==> src/rtl/neighbor_table_evict_farthest_top_defines.svh <==
// Assertion macros used by the neighbor table top module.
`ifndef NEIGHBOR_TABLE_EVICT_FARTHEST_TOP_DEFINES_SVH
`define NEIGHBOR_TABLE_EVICT_FARTHEST_TOP_DEFINES_SVH

`ifndef SYNTHESIS
`define NTE_ASSERT_IMPL(lbl, clk, rst, ante, cons, msg) \
   lbl: assert property (@(posedge clk) disable iff (rst) (ante) |-> (cons)) else $error(msg);
`define NTE_ASSERT_NEXT(lbl, clk, rst, ante, cons, msg) \
   lbl: assert property (@(posedge clk) disable iff (rst) (ante) |=> (cons)) else $error(msg);
`else
`define NTE_ASSERT_IMPL(lbl, clk, rst, ante, cons, msg)
`define NTE_ASSERT_NEXT(lbl, clk, rst, ante, cons, msg)
`endif

`endif

==> src/rtl/nte_pkg.sv <==
package nte_pkg;

   localparam int TABLE_SIZE_DEF = 8;
   localparam int MAX_RESULTS    = 8;

   localparam int ID_W     = 32;
   localparam int DIST_W   = 16;
   localparam int MODE_W   = 2;
   localparam int DUMP_N_W = 4;
   localparam int SLOT_W   = 3;
   localparam int COUNT_W  = 4;

   localparam logic [MODE_W-1:0] MODE_CLEAR = 2'd0;
   localparam logic [MODE_W-1:0] MODE_ADD   = 2'd1;
   localparam logic [MODE_W-1:0] MODE_DUMP  = 2'd2;

   typedef struct packed {
      logic [ID_W-1:0]   id;
      logic [DIST_W-1:0] distance;
   } entry_type;

endpackage

==> src/rtl/nte_if.sv <==
interface nte_req_if;
   logic                          valid;
   logic                          ready;
   logic [nte_pkg::MODE_W-1:0]    mode;
   logic [nte_pkg::ID_W-1:0]      neighbor_id;
   logic [nte_pkg::DIST_W-1:0]    distance;
   logic [nte_pkg::DUMP_N_W-1:0]  dump_entries;

   modport source (output valid, mode, neighbor_id, distance, dump_entries, input ready);
   modport sink   (input valid, mode, neighbor_id, distance, dump_entries, output ready);
endinterface

interface nte_rsp_if;
   logic                          valid;
   logic                          ready;
   logic [nte_pkg::ID_W-1:0]      out_id;
   logic [nte_pkg::DIST_W-1:0]    out_distance;
   logic [nte_pkg::SLOT_W-1:0]    slot;
   logic [nte_pkg::COUNT_W-1:0]   count_now;
   logic                          entry_valid;
   logic                          last;

   modport source (output valid, out_id, out_distance, slot, count_now, entry_valid, last,
                   input ready);
   modport sink   (input valid, out_id, out_distance, slot, count_now, entry_valid, last,
                   output ready);
endinterface

==> src/rtl/neighbor_table_evict_farthest_top.sv <==
// Neighbor table, fixed size, evicting the farthest entry when full.
// req_ch (valid/ready) takes one word per command: mode 0 clears the table,
// mode 1 adds neighbor_id/distance, mode 2 dumps dump_entries slots (capped
// at TABLE_SIZE and MAX_RESULTS) from slot 0; mode 3 is dropped with no
// response. rsp_ch (valid/ready) returns one word for clear and add, and one
// word per slot for a dump (at least one word), with last set on the final
// word of a command. One command at a time. Clear, add to a non-full table
// and empty dump go straight to the emit state; add to a full table first
// scans every slot through the single store read port into one distance
// comparator and writes the new entry over the farthest one; a dump passes
// each word through one store read, a data state and the emit state.
// req_ch.ready is high whenever the sequencer is idle, even with a response
// word still held in the output register. A stalled rsp_ch holds that word
// and the sequencer waits in its emit state until the register frees up.
// Reset (synchronous) empties the table; all slots then read as zero.
`include "neighbor_table_evict_farthest_top_defines.svh"

module neighbor_table_evict_farthest_top #(
   parameter int TABLE_SIZE = nte_pkg::TABLE_SIZE_DEF,
   localparam int IDX_W = $clog2(TABLE_SIZE)
) (
   input logic        clock,
   input logic        reset,
   nte_req_if.sink    req_ch,
   nte_rsp_if.source  rsp_ch
);

   localparam int CNT_W    = $clog2(TABLE_SIZE + 1);
   localparam int DUMP_MAX = (TABLE_SIZE < nte_pkg::MAX_RESULTS) ?
                             TABLE_SIZE : nte_pkg::MAX_RESULTS;
   localparam logic [CNT_W-1:0] FULL_CNT = CNT_W'(TABLE_SIZE);
   localparam logic [IDX_W-1:0] LAST_IDX = IDX_W'(TABLE_SIZE - 1);
   localparam logic [nte_pkg::DUMP_N_W-1:0] DUMP_MAX_N = nte_pkg::DUMP_N_W'(DUMP_MAX);

   localparam logic [2:0] ST_IDLE      = 3'd0;
   localparam logic [2:0] ST_SCAN      = 3'd1;
   localparam logic [2:0] ST_DUMP_RD   = 3'd2;
   localparam logic [2:0] ST_DUMP_DATA = 3'd3;
   localparam logic [2:0] ST_EMIT      = 3'd4;

   logic [2:0]                    state_ff, state_in;
   logic [CNT_W-1:0]              fill_ff, fill_in;
   nte_pkg::entry_type            new_ff, new_in;
   logic [nte_pkg::DUMP_N_W-1:0]  dump_n_ff, dump_n_in;
   logic [IDX_W-1:0]              dump_idx_ff, dump_idx_in;
   logic [CNT_W-1:0]              rd_cnt_ff, rd_cnt_in;
   logic                          cmp_vld_ff, cmp_vld_in;
   logic [IDX_W-1:0]              cmp_idx_ff, cmp_idx_in;
   logic [nte_pkg::DIST_W-1:0]    best_dist_ff, best_dist_in;
   logic [IDX_W-1:0]              best_idx_ff, best_idx_in;

   // pending response word
   nte_pkg::entry_type            pl_entry_ff, pl_entry_in;
   logic [IDX_W-1:0]              pl_slot_ff, pl_slot_in;
   logic [CNT_W-1:0]              pl_cnt_ff, pl_cnt_in;
   logic                          pl_ev_ff, pl_ev_in;
   logic                          pl_last_ff, pl_last_in;

   // output register
   logic                          out_vld_ff, out_vld_in;
   nte_pkg::entry_type            out_entry_ff, out_entry_in;
   logic [nte_pkg::SLOT_W-1:0]    out_slot_ff, out_slot_in;
   logic [nte_pkg::COUNT_W-1:0]   out_cnt_ff, out_cnt_in;
   logic                          out_ev_ff, out_ev_in;
   logic                          out_last_ff, out_last_in;

   logic                          st_clear, st_wr_en, st_rd_en;
   logic [IDX_W-1:0]              st_wr_addr, st_rd_addr;
   nte_pkg::entry_type            st_wr_entry, st_rd_entry;

   logic                          req_fire;
   logic                          out_free;
   logic                          take;
   logic [IDX_W-1:0]              sel_idx;
   logic [nte_pkg::DUMP_N_W-1:0]  dump_n;
   logic                          dump_last;

   nte_store #(.TABLE_SIZE(TABLE_SIZE)) u_store (
      .clock    (clock),
      .reset    (reset),
      .clear    (st_clear),
      .wr_en    (st_wr_en),
      .wr_addr  (st_wr_addr),
      .wr_entry (st_wr_entry),
      .rd_en    (st_rd_en),
      .rd_addr  (st_rd_addr),
      .rd_entry (st_rd_entry)
   );

   assign req_ch.ready = (state_ff == ST_IDLE);
   assign req_fire     = req_ch.valid && req_ch.ready;
   assign out_free     = !out_vld_ff || rsp_ch.ready;

   assign dump_n    = (req_ch.dump_entries > DUMP_MAX_N) ? DUMP_MAX_N : req_ch.dump_entries;
   assign dump_last = (5'(dump_idx_ff) + 5'd1) == 5'(dump_n_ff);

   // running maximum; strict compare keeps the lowest index on a tie
   assign take    = (cmp_idx_ff == '0) || (best_dist_ff < st_rd_entry.distance);
   assign sel_idx = take ? cmp_idx_ff : best_idx_ff;

   always_comb begin
      state_in     = state_ff;
      fill_in      = fill_ff;
      new_in       = new_ff;
      dump_n_in    = dump_n_ff;
      dump_idx_in  = dump_idx_ff;
      rd_cnt_in    = rd_cnt_ff;
      cmp_vld_in   = 1'b0;
      cmp_idx_in   = cmp_idx_ff;
      best_dist_in = best_dist_ff;
      best_idx_in  = best_idx_ff;
      pl_entry_in  = pl_entry_ff;
      pl_slot_in   = pl_slot_ff;
      pl_cnt_in    = pl_cnt_ff;
      pl_ev_in     = pl_ev_ff;
      pl_last_in   = pl_last_ff;
      out_vld_in   = out_vld_ff && !rsp_ch.ready;
      out_entry_in = out_entry_ff;
      out_slot_in  = out_slot_ff;
      out_cnt_in   = out_cnt_ff;
      out_ev_in    = out_ev_ff;
      out_last_in  = out_last_ff;
      st_clear     = 1'b0;
      st_wr_en     = 1'b0;
      st_wr_addr   = '0;
      st_wr_entry  = new_ff;
      st_rd_en     = 1'b0;
      st_rd_addr   = '0;

      case (state_ff)
         ST_IDLE: begin
            if (req_fire) begin
               new_in.id       = req_ch.neighbor_id;
               new_in.distance = req_ch.distance;
               case (req_ch.mode)
                  nte_pkg::MODE_CLEAR: begin
                     st_clear    = 1'b1;
                     fill_in     = '0;
                     pl_entry_in = '0;
                     pl_slot_in  = '0;
                     pl_cnt_in   = '0;
                     pl_ev_in    = 1'b0;
                     pl_last_in  = 1'b1;
                     state_in    = ST_EMIT;
                  end
                  nte_pkg::MODE_ADD: begin
                     if (fill_ff < FULL_CNT) begin
                        st_wr_en             = 1'b1;
                        st_wr_addr           = fill_ff[IDX_W-1:0];
                        st_wr_entry.id       = req_ch.neighbor_id;
                        st_wr_entry.distance = req_ch.distance;
                        fill_in              = fill_ff + 1'b1;
                        pl_entry_in          = st_wr_entry;
                        pl_slot_in           = fill_ff[IDX_W-1:0];
                        pl_cnt_in            = fill_ff + 1'b1;
                        pl_ev_in             = 1'b1;
                        pl_last_in           = 1'b1;
                        state_in             = ST_EMIT;
                     end else begin
                        rd_cnt_in = '0;
                        state_in  = ST_SCAN;
                     end
                  end
                  nte_pkg::MODE_DUMP: begin
                     dump_n_in   = dump_n;
                     dump_idx_in = '0;
                     if (dump_n == '0) begin
                        pl_entry_in = '0;
                        pl_slot_in  = '0;
                        pl_cnt_in   = fill_ff;
                        pl_ev_in    = 1'b0;
                        pl_last_in  = 1'b1;
                        state_in    = ST_EMIT;
                     end else begin
                        state_in = ST_DUMP_RD;
                     end
                  end
                  default: begin
                     state_in = ST_IDLE;
                  end
               endcase
            end
         end
         ST_SCAN: begin
            if (rd_cnt_ff < FULL_CNT) begin
               st_rd_en   = 1'b1;
               st_rd_addr = rd_cnt_ff[IDX_W-1:0];
               rd_cnt_in  = rd_cnt_ff + 1'b1;
               cmp_vld_in = 1'b1;
               cmp_idx_in = rd_cnt_ff[IDX_W-1:0];
            end
            if (cmp_vld_ff) begin
               if (take) begin
                  best_dist_in = st_rd_entry.distance;
               end
               best_idx_in = sel_idx;
               if (cmp_idx_ff == LAST_IDX) begin
                  st_wr_en    = 1'b1;
                  st_wr_addr  = sel_idx;
                  fill_in     = FULL_CNT;
                  pl_entry_in = new_ff;
                  pl_slot_in  = sel_idx;
                  pl_cnt_in   = FULL_CNT;
                  pl_ev_in    = 1'b1;
                  pl_last_in  = 1'b1;
                  state_in    = ST_EMIT;
               end
            end
         end
         ST_DUMP_RD: begin
            st_rd_en   = 1'b1;
            st_rd_addr = dump_idx_ff;
            state_in   = ST_DUMP_DATA;
         end
         ST_DUMP_DATA: begin
            pl_entry_in = st_rd_entry;
            pl_slot_in  = dump_idx_ff;
            pl_cnt_in   = fill_ff;
            pl_ev_in    = 1'b1;
            pl_last_in  = dump_last;
            state_in    = ST_EMIT;
         end
         ST_EMIT: begin
            if (out_free) begin
               out_vld_in   = 1'b1;
               out_entry_in = pl_entry_ff;
               out_slot_in  = nte_pkg::SLOT_W'(pl_slot_ff);
               out_cnt_in   = nte_pkg::COUNT_W'(pl_cnt_ff);
               out_ev_in    = pl_ev_ff;
               out_last_in  = pl_last_ff;
               if (pl_last_ff) begin
                  state_in = ST_IDLE;
               end else begin
                  dump_idx_in = dump_idx_ff + 1'b1;
                  state_in    = ST_DUMP_RD;
               end
            end
         end
         default: begin
            state_in = ST_IDLE;
         end
      endcase
   end

   always_ff @(posedge clock) begin
      if (reset) begin
         state_ff   <= ST_IDLE;
         fill_ff    <= '0;
         cmp_vld_ff <= 1'b0;
         out_vld_ff <= 1'b0;
      end else begin
         state_ff   <= state_in;
         fill_ff    <= fill_in;
         cmp_vld_ff <= cmp_vld_in;
         out_vld_ff <= out_vld_in;
      end
   end

   always_ff @(posedge clock) begin
      new_ff       <= new_in;
      dump_n_ff    <= dump_n_in;
      dump_idx_ff  <= dump_idx_in;
      rd_cnt_ff    <= rd_cnt_in;
      cmp_idx_ff   <= cmp_idx_in;
      best_dist_ff <= best_dist_in;
      best_idx_ff  <= best_idx_in;
      pl_entry_ff  <= pl_entry_in;
      pl_slot_ff   <= pl_slot_in;
      pl_cnt_ff    <= pl_cnt_in;
      pl_ev_ff     <= pl_ev_in;
      pl_last_ff   <= pl_last_in;
      out_entry_ff <= out_entry_in;
      out_slot_ff  <= out_slot_in;
      out_cnt_ff   <= out_cnt_in;
      out_ev_ff    <= out_ev_in;
      out_last_ff  <= out_last_in;
   end

   assign rsp_ch.valid        = out_vld_ff;
   assign rsp_ch.out_id       = out_entry_ff.id;
   assign rsp_ch.out_distance = out_entry_ff.distance;
   assign rsp_ch.slot         = out_slot_ff;
   assign rsp_ch.count_now    = out_cnt_ff;
   assign rsp_ch.entry_valid  = out_ev_ff;
   assign rsp_ch.last         = out_last_ff;

   `NTE_ASSERT_NEXT(a_clear_empties, clock, reset, req_fire && (req_ch.mode == nte_pkg::MODE_CLEAR), fill_ff == '0, "clear did not empty the table")
   `NTE_ASSERT_IMPL(a_scan_only_full, clock, reset, state_ff == ST_SCAN, fill_ff == FULL_CNT, "eviction scan on a table that is not full")
   `NTE_ASSERT_IMPL(a_dump_data_order, clock, reset, state_ff == ST_DUMP_DATA, $past(state_ff) == ST_DUMP_RD, "dump data without a store read")
   `NTE_ASSERT_IMPL(a_no_accept_mid_scan, clock, reset, req_fire, !cmp_vld_ff, "command accepted while scan reads in flight")

endmodule

==> src/rtl/nte_store.sv <==
module nte_store #(
   parameter int TABLE_SIZE = nte_pkg::TABLE_SIZE_DEF,
   localparam int IDX_W = $clog2(TABLE_SIZE)
) (
   input  logic                clock,
   input  logic                reset,
   input  logic                clear,
   input  logic                wr_en,
   input  logic [IDX_W-1:0]    wr_addr,
   input  nte_pkg::entry_type  wr_entry,
   input  logic                rd_en,
   input  logic [IDX_W-1:0]    rd_addr,
   output nte_pkg::entry_type  rd_entry
);

   nte_pkg::entry_type     mem_ff [TABLE_SIZE];
   logic [TABLE_SIZE-1:0]  valid_ff;
   nte_pkg::entry_type     rd_data_ff;
   logic                   rd_vld_ff;

   always_ff @(posedge clock) begin
      if (wr_en) begin
         mem_ff[wr_addr] <= wr_entry;
      end
      if (rd_en) begin
         rd_data_ff <= mem_ff[rd_addr];
      end
   end

   // entries never written since reset or clear read as zero
   always_ff @(posedge clock) begin
      if (reset || clear) begin
         valid_ff  <= '0;
         rd_vld_ff <= 1'b0;
      end else begin
         if (wr_en) begin
            valid_ff[wr_addr] <= 1'b1;
         end
         if (rd_en) begin
            rd_vld_ff <= valid_ff[rd_addr];
         end
      end
   end

   assign rd_entry = rd_vld_ff ? rd_data_ff : '0;

endmodule

==> src/flat_wrapper.sv <==
// flat-port wrapper written by rule: the top's interface ports become plain ports
module neighbor_table_evict_farthest_top_flat 
#(
   parameter int TABLE_SIZE = nte_pkg::TABLE_SIZE_DEF,
   localparam int IDX_W = $clog2(TABLE_SIZE)
)
  (clock, reset, req_ch_valid, req_ch_mode, req_ch_neighbor_id, req_ch_distance, req_ch_dump_entries, req_ch_ready, rsp_ch_valid, rsp_ch_out_id, rsp_ch_out_distance, rsp_ch_slot, rsp_ch_count_now, rsp_ch_entry_valid, rsp_ch_last, rsp_ch_ready);
  nte_req_if req_ch_i ();
  nte_rsp_if rsp_ch_i ();
  input logic clock;
  input logic reset;
  input wire logic [$bits(req_ch_i.valid)-1:0] req_ch_valid;
  input wire logic [$bits(req_ch_i.mode)-1:0] req_ch_mode;
  input wire logic [$bits(req_ch_i.neighbor_id)-1:0] req_ch_neighbor_id;
  input wire logic [$bits(req_ch_i.distance)-1:0] req_ch_distance;
  input wire logic [$bits(req_ch_i.dump_entries)-1:0] req_ch_dump_entries;
  output wire logic [$bits(req_ch_i.ready)-1:0] req_ch_ready;
  output wire logic [$bits(rsp_ch_i.valid)-1:0] rsp_ch_valid;
  output wire logic [$bits(rsp_ch_i.out_id)-1:0] rsp_ch_out_id;
  output wire logic [$bits(rsp_ch_i.out_distance)-1:0] rsp_ch_out_distance;
  output wire logic [$bits(rsp_ch_i.slot)-1:0] rsp_ch_slot;
  output wire logic [$bits(rsp_ch_i.count_now)-1:0] rsp_ch_count_now;
  output wire logic [$bits(rsp_ch_i.entry_valid)-1:0] rsp_ch_entry_valid;
  output wire logic [$bits(rsp_ch_i.last)-1:0] rsp_ch_last;
  input wire logic [$bits(rsp_ch_i.ready)-1:0] rsp_ch_ready;
  assign req_ch_i.valid = req_ch_valid;
  assign req_ch_i.mode = req_ch_mode;
  assign req_ch_i.neighbor_id = req_ch_neighbor_id;
  assign req_ch_i.distance = req_ch_distance;
  assign req_ch_i.dump_entries = req_ch_dump_entries;
  assign req_ch_ready = req_ch_i.ready;
  assign rsp_ch_valid = rsp_ch_i.valid;
  assign rsp_ch_out_id = rsp_ch_i.out_id;
  assign rsp_ch_out_distance = rsp_ch_i.out_distance;
  assign rsp_ch_slot = rsp_ch_i.slot;
  assign rsp_ch_count_now = rsp_ch_i.count_now;
  assign rsp_ch_entry_valid = rsp_ch_i.entry_valid;
  assign rsp_ch_last = rsp_ch_i.last;
  assign rsp_ch_i.ready = rsp_ch_ready;
  neighbor_table_evict_farthest_top #(.TABLE_SIZE(TABLE_SIZE)) u_core (.clock(clock), .reset(reset), .req_ch(req_ch_i), .rsp_ch(rsp_ch_i));
endmodule
==> config.mk <==
export PLATFORM = sky130hd
export DESIGN_NAME = neighbor_table_evict_farthest_top_flat
export DESIGN_NICKNAME = d
export VERILOG_FILES = /design/src/rtl/nte_pkg.sv /design/src/rtl/nte_if.sv /design/src/rtl/neighbor_table_evict_farthest_top.sv /design/src/rtl/nte_store.sv /design/src/flat_wrapper.sv
export VERILOG_INCLUDE_DIRS = /design/src /design/src/rtl
export SDC_FILE = /design/constraint.sdc
export NUM_CORES = 1
export LEC_CHECK = 0
export BUFFER_PORTS_ARGS = -buffer_cell sky130_fd_sc_hd__buf_2
export CAP_MARGIN = 20
export CELL_PAD_IN_SITES_DETAIL_PLACEMENT = 0
export CELL_PAD_IN_SITES_GLOBAL_PLACEMENT = 1
export CORE_ASPECT_RATIO = 1.4
export CORE_MARGIN = 3
export CORE_UTILIZATION = 41
export DETAILED_ROUTE_END_ITERATION = 16
export GPL_TIMING_DRIVEN = 0
export PLACE_DENSITY_LB_ADDON = 0.1
export SETUP_SLACK_MARGIN = 0.2
export SYNTH_ARGS = -nofsm -noshare
export SYNTH_HDL_FRONTEND = slang
export SYNTH_HIERARCHICAL = 1
export SYNTH_SLANG_ARGS = --single-unit
==> constraint.sdc <==
create_clock -name clock -period 14.35 [get_ports clock]
set_clock_uncertainty 0.1 [all_clocks]
set_input_delay 0.7175 -clock clock [delete_from_list [all_inputs] [get_ports clock]]
set_output_delay 0.7175 -clock clock [all_outputs]
set_load 0.03 [all_outputs]
Yosys cells after proc, flatten, opt, wreduce, memory -nomap -nowiden
Memory sizes are Yosys's and may differ from the RTL's. A register that Yosys moved wholly into a read port is not among the register bits.
Index checks and enable logic that the tools add are counted.
{ "word_totals": {"register_bits": 213, "mem_bits_rw": 384, "inputBits": 58, "out_inout_bits": 59, "wordCells": 176, "n_memories": 1} }
{ "mem_list": {"columns": ["name", "words", "width", "rd", "rd_ports_with_merged_regs", "write_ports", "line", "source"], "rows": [
  ["u_core.u_store.mem_ff", 8, 48, 1, 1, 1, "nte_store.sv:16", "nte_pkg::entry_type mem_ff [TABLE_SIZE];"]
]} }
{ "op_classes": {"n_addsub": 4, "n_lt_le_gt_ge": 7, "eq_ne": 21, "n_mux": 88, "bitwise_logic": 2, "n_reduce_logical": 27} }
{ "ops": {"columns": ["operator", "n"], "rows": [
  ["48-bit 2-to-1 mux", 10],
  ["48-bit one-hot mux with 3 select lines", 2],
  ["3-bit 2-to-1 mux", 22],
  ["4-bit 2-to-1 mux", 11],
  ["3-bit one-hot mux with 3 select lines", 3],
  ["4-bit one-hot mux with 2 select lines", 3],
  ["4-bit one-hot mux with 3 select lines", 2],
  ["1-bit 2-to-1 mux", 22],
  ["3-bit one-hot mux with 2 select lines", 3],
  ["16-bit less-than comparator", 1],
  ["3-bit one-hot mux with 5 select lines", 1],
  ["1-bit one-hot mux with 3 select lines", 4],
  ["2-bit inequality test (second input constant)", 5],
  ["5-bit AND reduction", 2],
  ["3-bit inequality test (second input constant)", 3],
  ["4-bit by 1-bit adder with 4-bit output (second input constant)", 2],
  ["3-bit by 4-bit less-than comparator with 1-bit output (second input constant)", 2],
  ["4-bit less-than comparator (second input constant)", 2],
  ["2-bit by 1-bit inequality test with 1-bit output (second input constant)", 4],
  ["8-bit bitwise OR", 1],
  ["2-bit AND reduction", 4],
  ["7-bit AND reduction", 1],
  ["3-bit by 2-bit equality test with 1-bit output (second input constant)", 2],
  ["3-bit equality test (second input constant)", 2],
  ["other kinds (26)", 35]
]} }

Logic depth before layout (Yosys ltp)
Gate-level depths: netlist of the first run.
{ "depth": {"ltp_word": 12, "depth_mapped": 14, "depth_no_buf": 11} }

Modules after synthesis
Netlist of the first run, hierarchy kept.
{ "modules_own_cells": {"columns": ["module", "instances", "cells_per_inst", "area_per_inst_um2", "seq_area_each_um2"], "rows": [
  ["nte_store", 1, 694, 16928.7, 13152.6],
  ["neighbor_table_evict_farthest_top", 1, 663, 9152.5, 6035.8]
]} }

Worst setup path after synthesis of the first run
Ideal clock, no wire load.
{ "synth_path": {"kind": "flip-flop to flip-flop", "start": "register u_core.u_store.rd_vld_ff", "end": "memory u_core/u_store/mem_ff[0][0] (netlist name), enable pin", "setup_time_ns": 0.515, "arrival_time_ns": 5.965, "required_time_ns": 13.735, "setup_slack_ns": 7.770, "path_stages_with_launch": 14, "n_path_buf": 3, "period_less_slack_ns": 6.580, "path_cell_list": "dfxtp_1 -> clkbuf_1 -> clkbuf_1 -> and2_1 -> inv_1 -> ha_1 -> nand4_1 -> or4_1 -> o32ai_1 -> a211o_1 -> buf_6 -> o21ai_0 -> nand2b_1 -> nor3_1"} }
{ "synth_lines": {"columns": ["element", "line", "source"], "rows": [
  ["start: declaration", "nte_store.sv:19", "logic rd_vld_ff;"],
  ["start signal: assignment", "nte_store.sv:40", "rd_vld_ff <= valid_ff[rd_addr];"],
  ["end: declaration", "nte_store.sv:16", null]
]} }

==> results.cfg, run 1 <==
[timing]
fin_hold_ws_ps = 203
worst_pin_slew_ps = 1200
finalCritPeriodShare = 0.390
hold_viol = 0
min_period_ps = 5600
final.setup.tns_ps = 0
rsz0062_at_grt = false
setup_viol = 0
timing.final.max_slew_violations = 0
timing.fmax_ghz = 0.179
slew_headroom = 0.203

[worst_setup_path]
crit_type = flop to flop
end_kind = flop
crit_fanout = 21
cp.arrival_ps = 5810
startpoint_type = flop
worstPathRequired_ps = 14560

[cells_and_area]
fin_nets = 1661
finalCoreUtilization = 0.491
drive_above_1_share = 0.243
synthToLayoutAreaGrowth_pct = 17.4
layout_commonest_cell = edfxtp_1
diodes = 0
mostFrequentLayoutCells = 627 x edfxtp_1, 133 x buf_2, 96 x mux4_1

[clock_network]
post_cts_buffers = 0
cts_tree = built
clock_latency_ps = 620
cts.sinks = 645
cts_buffers = 61
cts-resized-gates = 0
cts_buffer_depth = 3
cts_root_buffer = clkbuf_16
ctsHoldBuffers = 0
clkSlewWorstSetupHoldPaths_ps = 60
htreeDepth = 2

[global_routing]
groute.usage.overall = 0.205
grt_pass1_vias = 14000
grt_pass1_wl_um = 97700
antenna_found_initial = 2
grt-ovfl-total = 0
grt_max_degree = 41

[power_and_ir_drop]
power.share.combinational = 0.078
vdd_ir_drop_max_mv = 0.102
switching_share = 0.223
pwr-share-seq = 0.524
p_per_area_nw_per_um2 = 136
p_int_mw = 3.23
p_leak_nw = 10.1
switchingPower_mw = 0.930
p_clk_frac = 0.398

[synth]
syn-num-nets = 1437
netlist_instances = 1357
ys_seq_area_frac = 0.736
synth_area_um2 = 26100
synth-main-ff-cell = edfxtp_1
synth_edf_count = 627
ys_types = 53
async_flop_share = 0
syn_area_per_cell_um2 = 19.2
ys_ff_latch = 645
yosysWarningCount = 6

[placement]
numPortBuffers = 116
place.gp.congestion = 0.770
post-dp-hpwl_um = 44500

[status]
status = completed

[route]
first_pass_iters = 4
drtIter0Drc = 870
drt_wl_total_um = 68000
num_vias = 13500
avgViaCountPerCell = 5.49
wire_per_inst_um = 27.7
final_antenna_net_count = 0
drt_drc_violations_left = 0

[die]
die_x_um = 219
fp.dieH_um = 304
core-area_um2 = 62400
die_area_um2 = 66700
io_pins = 117
num_rows = 108
floorplan.initialDensity = 0.418

[hold_path]
hold_path_class = input pin to flop

[flow_run]
drv_cap = 0
## power groups by stage
stage | registers (mW) | logic [mW] | clock network, mW
2_1_floorplan | 2.23 | 0.168 | 0
3_3_place_gp | 2.23 | 0.301 | 0
3_5_place_dp | 2.22 | 0.329 | 0
4_1_cts | 2.18 | 0.329 | 1.71
5_1_grt | 2.18 | 0.350 | 1.78
6_report | 2.18 | 0.324 | 1.66
## worst max-delay path, cell delays in order, from the launching register on
cell,delay [ps]
dfxtp_1,380
clkbuf_1,590
clkbuf_1,540
and2_1,290
inv_1,60
ha_1,310
nand4_1,190
or4_1,530
o32ai_1,250
a211o_1,160
buf_6,160
o21ai_0,290
nand2b_1,340
nor2_4,760
buf_12,300
## path summary, 6_finish.rpt
path                                                from                           end  slack [ps]  cells past startpoint
worst max-delay path            u_core/u_store/rd_vld_ff  u_core/u_store/mem_ff[5][19]        8750                     14
worst min-delay path              req_ch_neighbor_id[22]             u_core/new_ff[38]         200                      1
worst max register to register  u_core/u_store/rd_vld_ff  u_core/u_store/mem_ff[5][19]        8750                     14
worst min register to register    u_core/pl_entry_ff[46]      u_core/rsp_ch.out_id[30]         320                      0
## flip-flops by register name, summed over array words and instances (netlist names), 8 cells and up
signal	count
u_core/rsp_ch.out_distance	16
u_core/u_store/valid_ff	8
u_core/u_store/mem_ff	384
u_core/new_ff	48
u_core/best_dist_ff	16
u_core/rsp_ch.out_id	32
u_core/u_store/rd_data_ff	48
u_core/pl_entry_ff	48
## synthesized netlist by cell type, types with 3 or more instances
cell | instances | area [µm²]
edfxtp_1 | 627 | 18800
mux4_1 | 96 | 2520
mux2_2 | 94 | 1060
o21ai_0 | 63 | 315
mux2i_1 | 57 | 571
nand3_1 | 54 | 270
and2_1 | 53 | 332
nor2_1 | 37 | 139
clkbuf_1 | 31 | 116
inv_1 | 24 | 90.1
a21oi_1 | 22 | 110
ha_1 | 22 | 275
nand2_1 | 22 | 82.6
dfxtp_1 | 18 | 360
buf_2 | 17 | 85.1
buf_1 | 12 | 45.0
nand2b_1 | 12 | 75.1
buf_6 | 11 | 124
o21a_1 | 11 | 82.6
nor2b_1 | 8 | 50.1
nor3_1 | 8 | 40.0
a31oi_1 | 5 | 31.3
and3_1 | 5 | 31.3
xnor2_1 | 5 | 43.8
o31ai_1 | 4 | 30.0
mux2_1 | 3 | 33.8
mux2_4 | 3 | 45.0
o2bb2a_1 | 3 | 30.0
## kinds of logic (layout without fill, tap and decap cells)
| family | count (synthesis) | count (layout) | synth area share |
|---|---|---|---|
| flops | 645 | 645 | 0.736 |
| mux | 254 | 254 | 0.163 |
| buf+inv | 96 | 372 | 0.0182 |
| xor+xnor | 7 | 7 | 0.00235 |
| simple gates | 209 | 209 | 0.0419 |
| compound gates | 124 | 124 | 0.0282 |
| fa+ha+maj | 22 | 22 | 0.0106 |
## routing by layer
metal / global-route usage / vias to the layer above / wire [µm]
met1: 0.274 / 7090 / 28600
li1: - / 5949 / -
met5: 0 / - / 12
met3: 0.0333 / 101 / 3480
met4: 0.0694 / 2 / 2220
met2: 0.341 / 357 / 33700
## area by class of cell
type                       instances  area, µm²
fill                            5298      31800
sequential                       645      19200
multi-input combinational        616       6510
clock buffer                      74       1610
timing repair buffer             161       1380
tap                              825       1030
clock inverter                    41        445
buffer                            72        385
inverter                          24       90.1
## stage by stage
step,cells,power [mW],setup WS [ps],area [µm²]
after detailed placement,2341,2.55,8730,28600
after global placement,2298,2.53,1910,27700
after CTS,2456,4.22,8700,30600
final,2458,4.16,8750,30600
after floorplan,1357,2.40,7770,26100
after global routing,2458,4.31,8490,30600
No activity file was read; power rests on OpenSTA's default activity.
==> inputs of run 2 (changes only) <==
==> constraint.sdc (replaced) <==
create_clock -name clock -period 4.8 [get_ports clock]
set_clock_uncertainty 0.1 [all_clocks]
set_input_delay 0.24 -clock clock [delete_from_list [all_inputs] [get_ports clock]]
set_output_delay 0.24 -clock clock [all_outputs]
set_load 0.03 [all_outputs]
==> results.cfg, run 2 (synthesis gave the netlist of run 1 again) <==
[placement]
post-place-ws_ps = -1040
dpl_cell_area_um2 = 28700
post-dp-hpwl_um = 45000
place.gp.congestion = 0.769
numPortBuffers = 116

[power_and_ir_drop]
p_leak_nw = 10.3
vdd_ir_drop_max_mv = 0.275
p_per_area_nw_per_um2 = 390

[worst_setup_path]
crit_fanout = 21
crit_type = flop to flop
cp.arrival_ps = 4630
reg2reg_from = u_core/u_store/rd_vld_ff
end_kind = flop
startpoint = u_core/u_store/rd_vld_ff
startpoint_type = flop
worstPathRequired_ps = 5020

[hold_path]
hp-start = req_ch_mode[1]
hold_path_class = input pin to flop

[cells_and_area]
fin_nets = 1724
diodes = 0
regMostFlops = u_core/u_store/mem_ff
mostFrequentLayoutCells = 627 x edfxtp_1, 133 x buf_2, 96 x mux4_1
finalCoreUtilization = 0.501
synthToLayoutAreaGrowth_pct = 19.8
drive_above_1_share = 0.238
layout_commonest_cell = edfxtp_1
largest_reg_flops = 384
final_area_um2 = 31300

[timing]
finalCritPeriodShare = 0.920
worst_pin_slew_ps = 1150
timing.fmax_ghz = 0.226
setup_viol = 0
slew_headroom = 0.236
hold_viol = 0
fin_ws_ps = 383
rsz0062_at_grt = false
min_period_ps = 4420
timing.final.max_slew_violations = 0

[die]
floorplan.initialDensity = 0.418
die_x_um = 219
num_rows = 108
core-area_um2 = 62400
io_pins = 117
fp.dieH_um = 304
die_area_um2 = 66700

[route]
avgViaCountPerCell = 5.46
first_pass_iters = 5
wire_per_inst_um = 27.4
num_vias = 13800
drtIter0Drc = 1229
final_antenna_net_count = 0
drt_wl_total_um = 69100
drt_drc_violations_left = 0

[global_routing]
groute.usage.overall = 0.208
grt_max_degree = 41
antenna_found_initial = 2
grt_pass1_wl_um = 99100
grt-ovfl-total = 0
grt_pass1_vias = 14100

[clock_network]
cts_tree = built
clock_latency_ps = 630
cts_buffer_depth = 3
cts_buffers = 61
cts_root_buffer = clkbuf_16
clkSlewWorstSetupHoldPaths_ps = 70
cts.sinks = 645
htreeDepth = 2

[status]
status = completed

[flow_run]
drv_cap = 0
[run 2: changes by cell type in the layout (fill, tap and decap cells not counted), sizes merged]
cell / before / now
dlygate4sd3: 0 / 54
buf: 202 / 210
bufinv: 9 / 4
clkbuf: 105 / 110
clkinv: 26 / 24
inv: 29 / 27
nor2: 37 / 38
[run 2: area by class of cell]
class,instances,area [µm²]
fill,5224,31200
buffer,72,395
inverter,24,90.1
timing repair buffer,223,2110
tap,825,1030
clock buffer,79,1630
multi-input combinational,617,6550
sequential,645,19200
clock inverter,32,260
[run 2: power by group]
| part | internal (mW) | switching, mW |
|---|---|---|
| Combinational | 0.373 | 0.642 |
| Sequential | 6.46 | 0.0559 |
| Clock | 2.60 | 2.04 |
| Total | 9.44 | 2.74 |
[run 2: repair_timing]
action                                 CTS  global route
hold buffers                            54             0
pin swaps                                7             0
setup buffers                           14             0
endpoints found under the hold margin  443             0
gates resized for setup                 12             2
setup endpoints to repair              392           152
gates cloned                             1             0
[run 2: critical path: stages (launching register included)]
cell and delay, ps:
dfxtp_1 370, clkbuf_4 290, clkbuf_4 280, and2_1 240, inv_1 60, ha_1 310
nand4_1 180, or4_1 530, o32ai_1 240, a211o_1 170, buf_6 180, o21ai_2 140
nand2b_2 340, nor2_4 200, buf_12 200, buf_12 230
[run 2: metrics by stage]
| stage | power (mW) | hold slack, ps | setup TNS, ps | std cells |
|---|---|---|---|---|
| finish | 12.2 | 73.5 | 0 | 2517 |
| global placement | 7.56 | 301 | -1872900 | 2298 |
| global route | 12.6 | 75.1 | 0 | 2517 |
| floorplan | 7.18 | 239 | -138070 | 1357 |
| detailed placement | 7.63 | 305 | -287770 | 2337 |
| CTS | 12.3 | 33.8 | 0 | 2517 |
[run 2: per-layer routing]
layer	vias to the layer above	wire, µm	global-route usage
li1	6078	-	-
met1	7208	29100	0.277
met2	372	34800	0.355
met3	94	3340	0.0332
met4	2	1810	0.0556
met5	-	13	0
[run 2: path summary, 6_finish.rpt]
path                            slack [ps]  depth (start not counted)                            to
worst min-delay path                    70                          5            u_core/state_ff[2]
worst max register to register         380                         15  u_core/u_store/mem_ff[6][30]
worst max-delay path                   380                         15  u_core/u_store/mem_ff[6][30]
worst min register to register         300                          0         u_core/rsp_ch.slot[0]
